File: config.mk
export PLATFORM = sky130hd
export DESIGN_NAME = arm_unwind_opcode_interpreter
export DESIGN_NICKNAME = d
export VERILOG_FILES = /design/src/hw/rtl/auoi_pkg.sv /design/src/hw/rtl/auoi_step.sv /design/src/hw/rtl/arm_unwind_opcode_interpreter.sv
export VERILOG_INCLUDE_DIRS = /design/src /design/src/hw/rtl
export SDC_FILE = /design/constraint.sdc
export NUM_CORES = 2
export LEC_CHECK = 0
export ABC_AREA = 1
export ABC_CLOCK_PERIOD_IN_PS = 7700
export BUFFER_PORTS_ARGS = -buffer_cell sky130_fd_sc_hd__buf_2
export CAP_MARGIN = 0
export CORE_MARGIN = 8
export CORE_UTILIZATION = 42
export CTS_CLUSTER_DIAMETER = 50
export DETAILED_ROUTE_END_ITERATION = 10
export PLACE_DENSITY = 0.56
export SLEW_MARGIN = 25
export SYNTH_ARGS = -nofsm -noshare
export SYNTH_HDL_FRONTEND = slang
export SYNTH_SLANG_ARGS = --single-unit
File: constraint.sdc
create_clock -name clk -period 7.7 [get_ports clk]
set_input_delay 1.155 -clock clk [delete_from_list [all_inputs] [get_ports clk]]
set_output_delay 1.155 -clock clk [all_outputs]
set_load 0.03 [all_outputs]
File: src/hw/rtl/arm_unwind_opcode_interpreter_macros.svh
// Assertion macros for the unwind opcode interpreter.
`ifndef ARM_UNWIND_OPCODE_INTERPRETER_MACROS_SVH
`define ARM_UNWIND_OPCODE_INTERPRETER_MACROS_SVH
`ifndef SYNTHESIS
`define AUOI_ASSERT_IMPLIES(name, clk, rst, cond, expr) \
  name: assert property (@(posedge clk) disable iff (rst) (cond) |-> (expr)) \
    else $error("assertion failed: implication");
`define AUOI_ASSERT_NEXT(name, clk, rst, cond, expr) \
  name: assert property (@(posedge clk) disable iff (rst) (cond) |=> (expr)) \
    else $error("assertion failed: next cycle");
`else
`define AUOI_ASSERT_IMPLIES(name, clk, rst, cond, expr)
`define AUOI_ASSERT_NEXT(name, clk, rst, cond, expr)
`endif
`endif

File: src/hw/rtl/auoi_pkg.sv
// Types and constants shared by the unwind opcode interpreter.
package auoi_pkg;

  localparam logic [1:0] OP_LOAD = 2'd0;
  localparam logic [1:0] OP_BYTE = 2'd1;
  localparam logic [1:0] OP_WORD = 2'd2;

  localparam logic [2:0] PH_IDLE  = 3'd0;
  localparam logic [2:0] PH_POPHI = 3'd1;
  localparam logic [2:0] PH_POPLO = 3'd2;
  localparam logic [2:0] PH_ULEB  = 3'd3;
  localparam logic [2:0] PH_WMMXC = 3'd4;
  localparam logic [2:0] PH_MEM   = 3'd5;

  localparam logic [1:0] KIND_READ = 2'd0;
  localparam logic [1:0] KIND_DONE = 2'd1;
  localparam logic [1:0] KIND_FAIL = 2'd2;

  localparam logic [2:0] ERR_REFUSE   = 3'd0;
  localparam logic [2:0] ERR_RESERVED = 3'd1;
  localparam logic [2:0] ERR_MASK     = 3'd2;
  localparam logic [2:0] ERR_CLASS    = 3'd3;
  localparam logic [2:0] ERR_SPARE    = 3'd4;

  localparam logic [3:0] REG_SP = 4'd13;
  localparam logic [3:0] REG_LR = 4'd14;
  localparam logic [3:0] REG_PC = 4'd15;

  localparam logic [31:0] ULEB_BIAS = 32'h0000_0204;
  localparam logic [5:0]  ULEB_SHIFT_INIT = 6'd2;
  localparam logic [5:0]  ULEB_SHIFT_MAX = 6'd63;

  typedef struct packed {
    logic [1:0]  op;
    logic [3:0]  reg_index;
    logic [31:0] value;
    logic [7:0]  opcode_byte;
  } item_t;

  typedef struct packed {
    logic [15:0][31:0] regs;
    logic              pc_restored;
    logic [2:0]        phase;
    logic [7:0]        first_byte;
    logic [5:0]        uleb_shift;
    logic [15:0]       pop_mask;
    logic [31:0]       pop_pointer;
  } state_t;

  typedef struct packed {
    logic        emit;
    logic [1:0]  kind;
    logic [31:0] read_address;
    logic [31:0] new_pc;
    logic [31:0] new_sp;
    logic [31:0] new_lr;
    logic [2:0]  error_code;
  } result_t;

endpackage

File: src/hw/rtl/auoi_step.sv
// Next-state and result logic for one interpreter item.
module auoi_step
  import auoi_pkg::*;
(
  input  item_t   item,
  input  state_t  cur,
  output state_t  nxt,
  output result_t res
);

  logic [7:0]  b;
  logic [15:0] low_bit;
  logic [8:0]  sp_off;
  logic [38:0] uleb_wide;
  logic [31:0] uleb_term;
  logic [6:0]  shift_sum;
  logic [31:0] pc_fin;
  logic [15:0] a_mask;

  assign b         = item.opcode_byte;
  assign low_bit   = cur.pop_mask & (~cur.pop_mask + 16'd1);
  assign sp_off    = {1'b0, b[5:0], 2'b00} + 9'd4;
  assign uleb_wide = {32'd0, b[6:0]} << cur.uleb_shift[4:0];
  assign uleb_term = cur.uleb_shift[5] ? 32'd0 : uleb_wide[31:0];
  assign shift_sum = {1'b0, cur.uleb_shift} + 7'd7;
  assign pc_fin    = cur.pc_restored ? cur.regs[REG_PC] : cur.regs[REG_LR];

  always_comb begin
    a_mask = '0;
    for (int i = 0; i < 8; i++) begin
      a_mask[4 + i] = (i[2:0] <= b[2:0]);
    end
    a_mask[REG_LR] = b[3];
  end

  always_comb begin
    logic        do_pop;
    logic [15:0] pop_req;
    logic        fail;
    logic [2:0]  fail_code;
    logic        finish;
    logic [4:0]  cnt;
    nxt       = cur;
    res       = '0;
    do_pop    = 1'b0;
    pop_req   = '0;
    fail      = 1'b0;
    fail_code = ERR_REFUSE;
    finish    = 1'b0;
    cnt       = '0;

    unique case (item.op)
      OP_LOAD: begin
        nxt.regs[item.reg_index] = item.value;
      end
      OP_WORD: begin
        if (cur.phase == PH_MEM) begin
          if (cur.pop_mask != 16'd0) begin
            for (int i = 0; i < 16; i++) begin
              if (low_bit[i]) nxt.regs[i] = item.value;
            end
            nxt.pop_mask    = cur.pop_mask & ~low_bit;
            nxt.pop_pointer = cur.pop_pointer + 32'd4;
          end
          if (nxt.pop_mask != 16'd0) begin
            res.emit         = 1'b1;
            res.kind         = KIND_READ;
            res.read_address = nxt.pop_pointer;
          end else begin
            nxt.phase = PH_IDLE;
          end
        end
      end
      OP_BYTE: begin
        unique case (cur.phase)
          PH_MEM: begin
          end
          PH_POPHI: begin
            nxt.phase = PH_IDLE;
            if (cur.first_byte == 8'h80 && b == 8'h00) begin
              fail      = 1'b1;
              fail_code = ERR_REFUSE;
            end else begin
              do_pop  = 1'b1;
              pop_req = {cur.first_byte[3:0], b, 4'h0};
            end
          end
          PH_POPLO: begin
            nxt.phase = PH_IDLE;
            if (b == 8'h00 || b[7:4] != 4'h0) begin
              fail      = 1'b1;
              fail_code = ERR_MASK;
            end else begin
              do_pop  = 1'b1;
              pop_req = {8'h00, b};
            end
          end
          PH_WMMXC: begin
            fail      = 1'b1;
            fail_code = (b == 8'h00 || b[7:4] != 4'h0) ? ERR_MASK : ERR_CLASS;
          end
          PH_ULEB: begin
            if (b[7]) begin
              nxt.regs[REG_SP] = cur.regs[REG_SP] + uleb_term;
              nxt.uleb_shift   = shift_sum[6] ? ULEB_SHIFT_MAX : shift_sum[5:0];
            end else begin
              nxt.regs[REG_SP] = cur.regs[REG_SP] + uleb_term + ULEB_BIAS;
              nxt.uleb_shift   = ULEB_SHIFT_INIT;
              nxt.phase        = PH_IDLE;
            end
          end
          default: begin
            nxt.phase = PH_IDLE;
            if (!b[7]) begin
              if (b[6]) nxt.regs[REG_SP] = cur.regs[REG_SP] - {23'd0, sp_off};
              else      nxt.regs[REG_SP] = cur.regs[REG_SP] + {23'd0, sp_off};
            end else begin
              unique case (b[6:4])
                3'h0: begin
                  nxt.first_byte = b;
                  nxt.phase      = PH_POPHI;
                end
                3'h1: begin
                  if (b[3:0] == REG_SP || b[3:0] == REG_PC) begin
                    fail      = 1'b1;
                    fail_code = ERR_RESERVED;
                  end else begin
                    nxt.regs[REG_SP] = cur.regs[b[3:0]];
                  end
                end
                3'h2: begin
                  do_pop  = 1'b1;
                  pop_req = a_mask;
                end
                3'h3: begin
                  priority if (b[3:0] == 4'h0) begin
                    finish = 1'b1;
                  end else if (b[3:0] == 4'h1) begin
                    nxt.phase = PH_POPLO;
                  end else if (b[3:0] == 4'h2) begin
                    nxt.uleb_shift = ULEB_SHIFT_INIT;
                    nxt.phase      = PH_ULEB;
                  end else begin
                    fail      = 1'b1;
                    fail_code = ERR_CLASS;
                  end
                end
                3'h4: begin
                  priority if (b[3:0] == 4'h7) begin
                    nxt.phase = PH_WMMXC;
                  end else if (b[3:0] <= 4'h9) begin
                    fail      = 1'b1;
                    fail_code = ERR_CLASS;
                  end else begin
                    fail      = 1'b1;
                    fail_code = ERR_SPARE;
                  end
                end
                3'h5: begin
                  fail      = 1'b1;
                  fail_code = b[3] ? ERR_SPARE : ERR_CLASS;
                end
                default: begin
                  fail      = 1'b1;
                  fail_code = ERR_SPARE;
                end
              endcase
            end
          end
        endcase
      end
      default: begin
      end
    endcase

    for (int i = 0; i < 16; i++) begin
      cnt = cnt + {4'd0, pop_req[i]};
    end

    if (do_pop) begin
      if (pop_req == 16'd0) begin
        nxt.phase = PH_IDLE;
      end else begin
        nxt.pop_pointer = cur.regs[REG_SP];
        if (!pop_req[REG_SP]) nxt.regs[REG_SP] = cur.regs[REG_SP] + {25'd0, cnt, 2'b00};
        if (pop_req[REG_PC]) nxt.pc_restored = 1'b1;
        nxt.pop_mask     = pop_req;
        nxt.phase        = PH_MEM;
        res.emit         = 1'b1;
        res.kind         = KIND_READ;
        res.read_address = cur.regs[REG_SP];
      end
    end

    if (finish) begin
      nxt.regs[REG_PC] = pc_fin;
      res.emit         = 1'b1;
      res.kind         = KIND_DONE;
      res.new_pc       = pc_fin;
      res.new_sp       = cur.regs[REG_SP];
      res.new_lr       = cur.regs[REG_LR];
    end

    if (fail) begin
      res.emit       = 1'b1;
      res.kind       = KIND_FAIL;
      res.error_code = fail_code;
    end

    if (fail || finish) begin
      nxt.phase       = PH_IDLE;
      nxt.pc_restored = 1'b0;
      nxt.uleb_shift  = ULEB_SHIFT_INIT;
      nxt.pop_mask    = '0;
    end
  end

endmodule

File: src/hw/rtl/arm_unwind_opcode_interpreter.sv
// Top level of the unwind opcode interpreter: item register, state and result register.
//
//   channel  | handshake                   | payload
//   item     | item_valid / item_ready     | op, reg_index, value, opcode_byte
//   result   | result_valid / result_ready | kind, read_address, new_pc, new_sp,
//            |                             | new_lr, error_code
//
// One item per cycle unless the result stalls; item register, then result register.
// The decode step between the item register and the state registers sets that rate.
// Reset clears the core registers and the decode state; no clearing pass.
// A stalled result holds back only items that produce a result of their own.
`include "arm_unwind_opcode_interpreter_macros.svh"

module arm_unwind_opcode_interpreter
  import auoi_pkg::*;
(
  input  logic        clk,
  input  logic        rst,
  input  logic        item_valid,
  output logic        item_ready,
  input  logic [1:0]  op,
  input  logic [3:0]  reg_index,
  input  logic [31:0] value,
  input  logic [7:0]  opcode_byte,
  output logic        result_valid,
  input  logic        result_ready,
  output logic [1:0]  kind,
  output logic [31:0] read_address,
  output logic [31:0] new_pc,
  output logic [31:0] new_sp,
  output logic [31:0] new_lr,
  output logic [2:0]  error_code
);

  logic    item_q_valid;
  item_t   item_q;
  state_t  state;
  state_t  state_next;
  result_t res;
  logic    advance;

  auoi_step u_step (
    .item (item_q),
    .cur  (state),
    .nxt  (state_next),
    .res  (res)
  );

  assign advance    = item_q_valid && (!res.emit || !result_valid || result_ready);
  assign item_ready = !item_q_valid || advance;

  always_ff @(posedge clk) begin
    if (rst) begin
      item_q_valid <= 1'b0;
    end else if (item_valid && item_ready) begin
      item_q_valid <= 1'b1;
    end else if (advance) begin
      item_q_valid <= 1'b0;
    end
  end

  always_ff @(posedge clk) begin
    if (item_valid && item_ready) begin
      item_q <= '{op: op, reg_index: reg_index, value: value, opcode_byte: opcode_byte};
    end
  end

  always_ff @(posedge clk) begin
    if (rst) begin
      state.regs        <= '0;
      state.pc_restored <= 1'b0;
      state.phase       <= PH_IDLE;
      state.first_byte  <= '0;
      state.uleb_shift  <= ULEB_SHIFT_INIT;
      state.pop_mask    <= '0;
      state.pop_pointer <= '0;
    end else if (advance) begin
      state <= state_next;
    end
  end

  always_ff @(posedge clk) begin
    if (rst) begin
      result_valid <= 1'b0;
    end else if (advance && res.emit) begin
      result_valid <= 1'b1;
    end else if (result_ready) begin
      result_valid <= 1'b0;
    end
  end

  always_ff @(posedge clk) begin
    if (advance && res.emit) begin
      kind         <= res.kind;
      read_address <= res.read_address;
      new_pc       <= res.new_pc;
      new_sp       <= res.new_sp;
      new_lr       <= res.new_lr;
      error_code   <= res.error_code;
    end
  end

  `AUOI_ASSERT_IMPLIES(a_mem_has_mask, clk, rst, state.phase == PH_MEM, state.pop_mask != 16'd0)
  `AUOI_ASSERT_IMPLIES(a_shift_outside_uleb, clk, rst, state.phase != PH_ULEB, state.uleb_shift == ULEB_SHIFT_INIT)
  `AUOI_ASSERT_NEXT(a_item_held, clk, rst, item_q_valid && !advance, item_q_valid)
  `AUOI_ASSERT_IMPLIES(a_kind_known, clk, rst, result_valid, kind == KIND_READ || kind == KIND_DONE || kind == KIND_FAIL)

endmodule
==> key figures <==
Status
  • Status: finished, final reports clean

CTS
  • CTS tree: yes
  • CTS sink cnt: 759
  • Max H-tree Level: 3
  • Clock Path Buffers: 3
  • Clock Latency Late Sink: 740 ps
  • CTS Root Cell: clkbuf_16
  • CTS Buf Count: 109
  • Post-CTS Hold Fix Bufs: 0
  • Clock slew seen by the registers of the worst setup and hold paths: 50 ps

STA
  • Final hold vios: 0
  • Final period util: 94.60%
  • Normalized max-slew margin: 21.87%
  • Crit path time final: 7284 ps
  • FMAX: 137.3 MHz
  • Hold slack final: 437.5 ps
  • Max-slew violation count: 0
  • Final Setup Violations: 0
  • Clock skew: 71.63 ps
  • Transition time of the tightest slew-check pin: 1165 ps

Critical path
  • CP Class: reg -> reg
  • R2R setup slack: 420 ps
  • RR Startpoint: item_q[0]$_DFFE_PP_
  • R2r worst-path depth: 35
  • CP startpoint kind: register
  • Crit end category: register
  • Critical Path Start: item_q[0]$_DFFE_PP_
  • WP data required: 8360 ps
  • Crit Path Max Fanout: 6
  • Critical Path Slowest Stage Cell: fa_1
  • Worst EP arrival: 7940 ps
  • Slowest stage delay, CP: 550 ps
  • Capture point of the worst reg-to-reg path: state[510]$_SDFFE_PP0P_

Placement
  • Routability congestion estimate: 1.010
  • Post-detail-place hpwl: 144.1 mm
  • IO buf count: 184
  • Placed Cells: 8371

Route
  • DRC: 0
  • Final ANT Viol Nets: 0
  • DR iter-0 viols: 6954
  • Routed vias: 51.30k
  • Final wirelength: 217.4 mm
  • Drt pass-1 iters: 6
  • WL/cell: 25.32 um
  • Drt via density: 5.976

Final layout
  • Share of cells above drive strength 1: 9.023%
  • Fillers: 11.55k
  • Post-layout net count: 7148
  • P&R area growth vs syn: 12.56%
  • Non-Filler Instances: 8584

Worst hold path
  • Worst min-delay path class: reg -> reg
  • WHS Path Cells: 2
  • Hold Crit Endpoint: state[58]$_SDFFE_PP0P_
  • Worst min-delay path startpoint: state[58]$_SDFFE_PP0P_

Logic synthesis
  • Compound-gate portion of the synthesized area: 20.54%
  • Post-synthesis mux area share: 0.02141%
  • Area leader, netlist: dfxtp_1
  • Post-synthesis cell type count: 57
  • Top-count cell post-synth: nand2_1
  • Largest family of logic cells by synthesized area: simple AND/OR/NAND/NOR gates
  • Post-synth ARST share: 0%
  • EDFF count, synth: 179
  • Syn nets: 7232
  • Synth area leaders: dfxtp_1 (25%), nand2_1 (13%), edfxtp_1 (11%), a21oi_1 (10%), nor2_1 (7.5%)
  • Yosys warning count: 0
  • Adder-cell share of the synthesized area: 2.886%
  • Seq/Total Area, Yosys: 36.34%
  • Avg Inst Size Synth: 6.600 um2
  • Syn Inst Count: 7082
  • Simple-Gate Fraction of Synth Area: 30.26%
  • Yosys reg bits: 759
  • Main flop type after synthesis: dfxtp_1
  • Mapped Area: 0.04674 mm2
  • Yosys top cell area share: 24.84%
  • Post-Synth XOR/XNOR Area: 1.255%
  • Commonest cells post-synth: nand2_1 (1605), a21oi_1 (963), nor2_1 (934)

Floorplanning
  • Placement row count: 122
  • Starting Density: 42.30%
  • Die Height: 349.6 um
  • Core Region: 0.1105 mm2
  • I/O pin total: 185
  • Die Area: 0.1222 mm2
  • Chip Width: 349.6 um

Run
  • Max-Cap Viols: 0

Power
  • Overall power: 10800 uW
  • Max rail drop VDD: 178.3 uV
  • Leakage power total: 0.01986 uW
  • PwrDens: 205.2 mW/mm2

Global route
  • Vias in the first global route: 46.44k
  • Grt total ovfl: 0
  • Antenna violations before repair: 8
  • Global-route wire length before repair: 316.8 mm
  • GRT Total Usage: 33.92%
  • Largest net degree at the start of global routing: 175
## routing by layer
metal / track usage, % / vias up / routed length (um)
met5: 0 / - / 82
met4: 16.75 / 6 / 12210
met3: 5.857 / 541 / 19720
met2: 52.86 / 2690 / 96390
met1: 45.30 / 24430 / 88960
li1: - / 23640 / -
## report_power, final
group	internal, uW	switching [uW]	leakage (uW)	total (uW)
logic	329	1090	0.0115	1420
clock network	3060	2120	0.00181	5180
registers	4120	74.2	0.00651	4190
total	7510	3290	0.0199	10800
## registers in the layout, summed over array words and instances, names as in the netlist
name and count:
error_code 3, item_q 46, item_q_valid 1, kind 2, new_lr 32, new_pc 32, new_sp 32, read_address 32
result_valid 1, state 578
## layout by cell type, fill, tap and decap left out, types with 18 or more instances in the layout
cell,count
a211oi_1,24
a21oi_1,948
a32o_1,67
buf_2,183
buf_4,145
clkbuf_16,111
clkinv_1,29
dfxtp_1,579
edfxtp_1,179
ha_1,87
inv_1,446
nand2_1,1599
nand3_1,645
nand4_1,55
nor2_1,925
nor3_1,87
o211ai_1,67
o21ai_0,428
o221ai_1,30
o22ai_1,38
or2_2,38
xnor2_1,18
xor2_1,49
## stage by stage
stage               worst slack [ps]  instance area, um2  TNS (ps)  utilization (%)
finish                         415.5               52620         0            47.61
global placement              -21.68               48740    -21.68            44.10
detailed placement            -52.71               48740    -52.71            44.10
global route                  -26.73               52610    -29.35            47.60
floorplan                      12.13               46750         0                -
CTS                            72.94               52490         0            47.49
## cells by family after synthesis
kind of cell	Yosys count
AND/OR/NAND/NOR	3415
AO/OA/AOI/OAI	1722
buffers and inverters	1018
flip-flops	759
adder cells (fa/ha/maj)	100
XOR/XNOR	67
multiplexers	1
## final cells by class
| class | instances | area (um2) | share of cell area [%] |
|---|---|---|---|
| clock inverter | 72 | 800.8 | 1.522 |
| sequential | 759 | 16990 | 32.29 |
| timing repair buffer | 336 | 2167 | 4.119 |
| clock buffer | 134 | 2944 | 5.595 |
| multi-input combinational | 5305 | 26000 | 49.41 |
| inverter | 487 | 1847 | 3.510 |
| tap | 1488 | 1862 | 3.538 |
| antenna | 3 | 7.507 | 0.01427 |
## how the worst max path moves through the flow
| stage | to | slack [ps] | cells after the start |
|---|---|---|---|
| final | state[510]$_SDFFE_PP0P_ | 420 | 35 |
| after global placement | state[513]$_SDFFE_PP0P_ | -20 | 35 |
| after floorplan | state[513]$_SDFFE_PP0P_ | 10 | 39 |
| after detailed placement | state[513]$_SDFFE_PP0P_ | -50 | 35 |
| after CTS | state[513]$_SDFFE_PP0P_ | 70 | 35 |
| after global routing | state[507]$_SDFFE_PP0P_ | -30 | 34 |
## what timing repair did
| action | CTS | global route |
|---|---|---|
| buffers inserted | 0 | 3 |
| cloned | 0 | 0 |
| endpoints found under the setup margin | 1 | 15 |
| gates resized for setup | 1 | 18 |
| pin swaps | 0 | 8 |
## worst max-delay path, delay by kind of cell (launching register included)
family	cells	cell delay, ps
adders and majority gates	9	3660
and+or+nand+nor	18	2480
DFF	1	450
buffers and inverters	6	420
xor gates and xnor gates	1	160
AOI/OAI and AO/OA	1	80
Note: power is estimated with default switching activity, not from simulation.
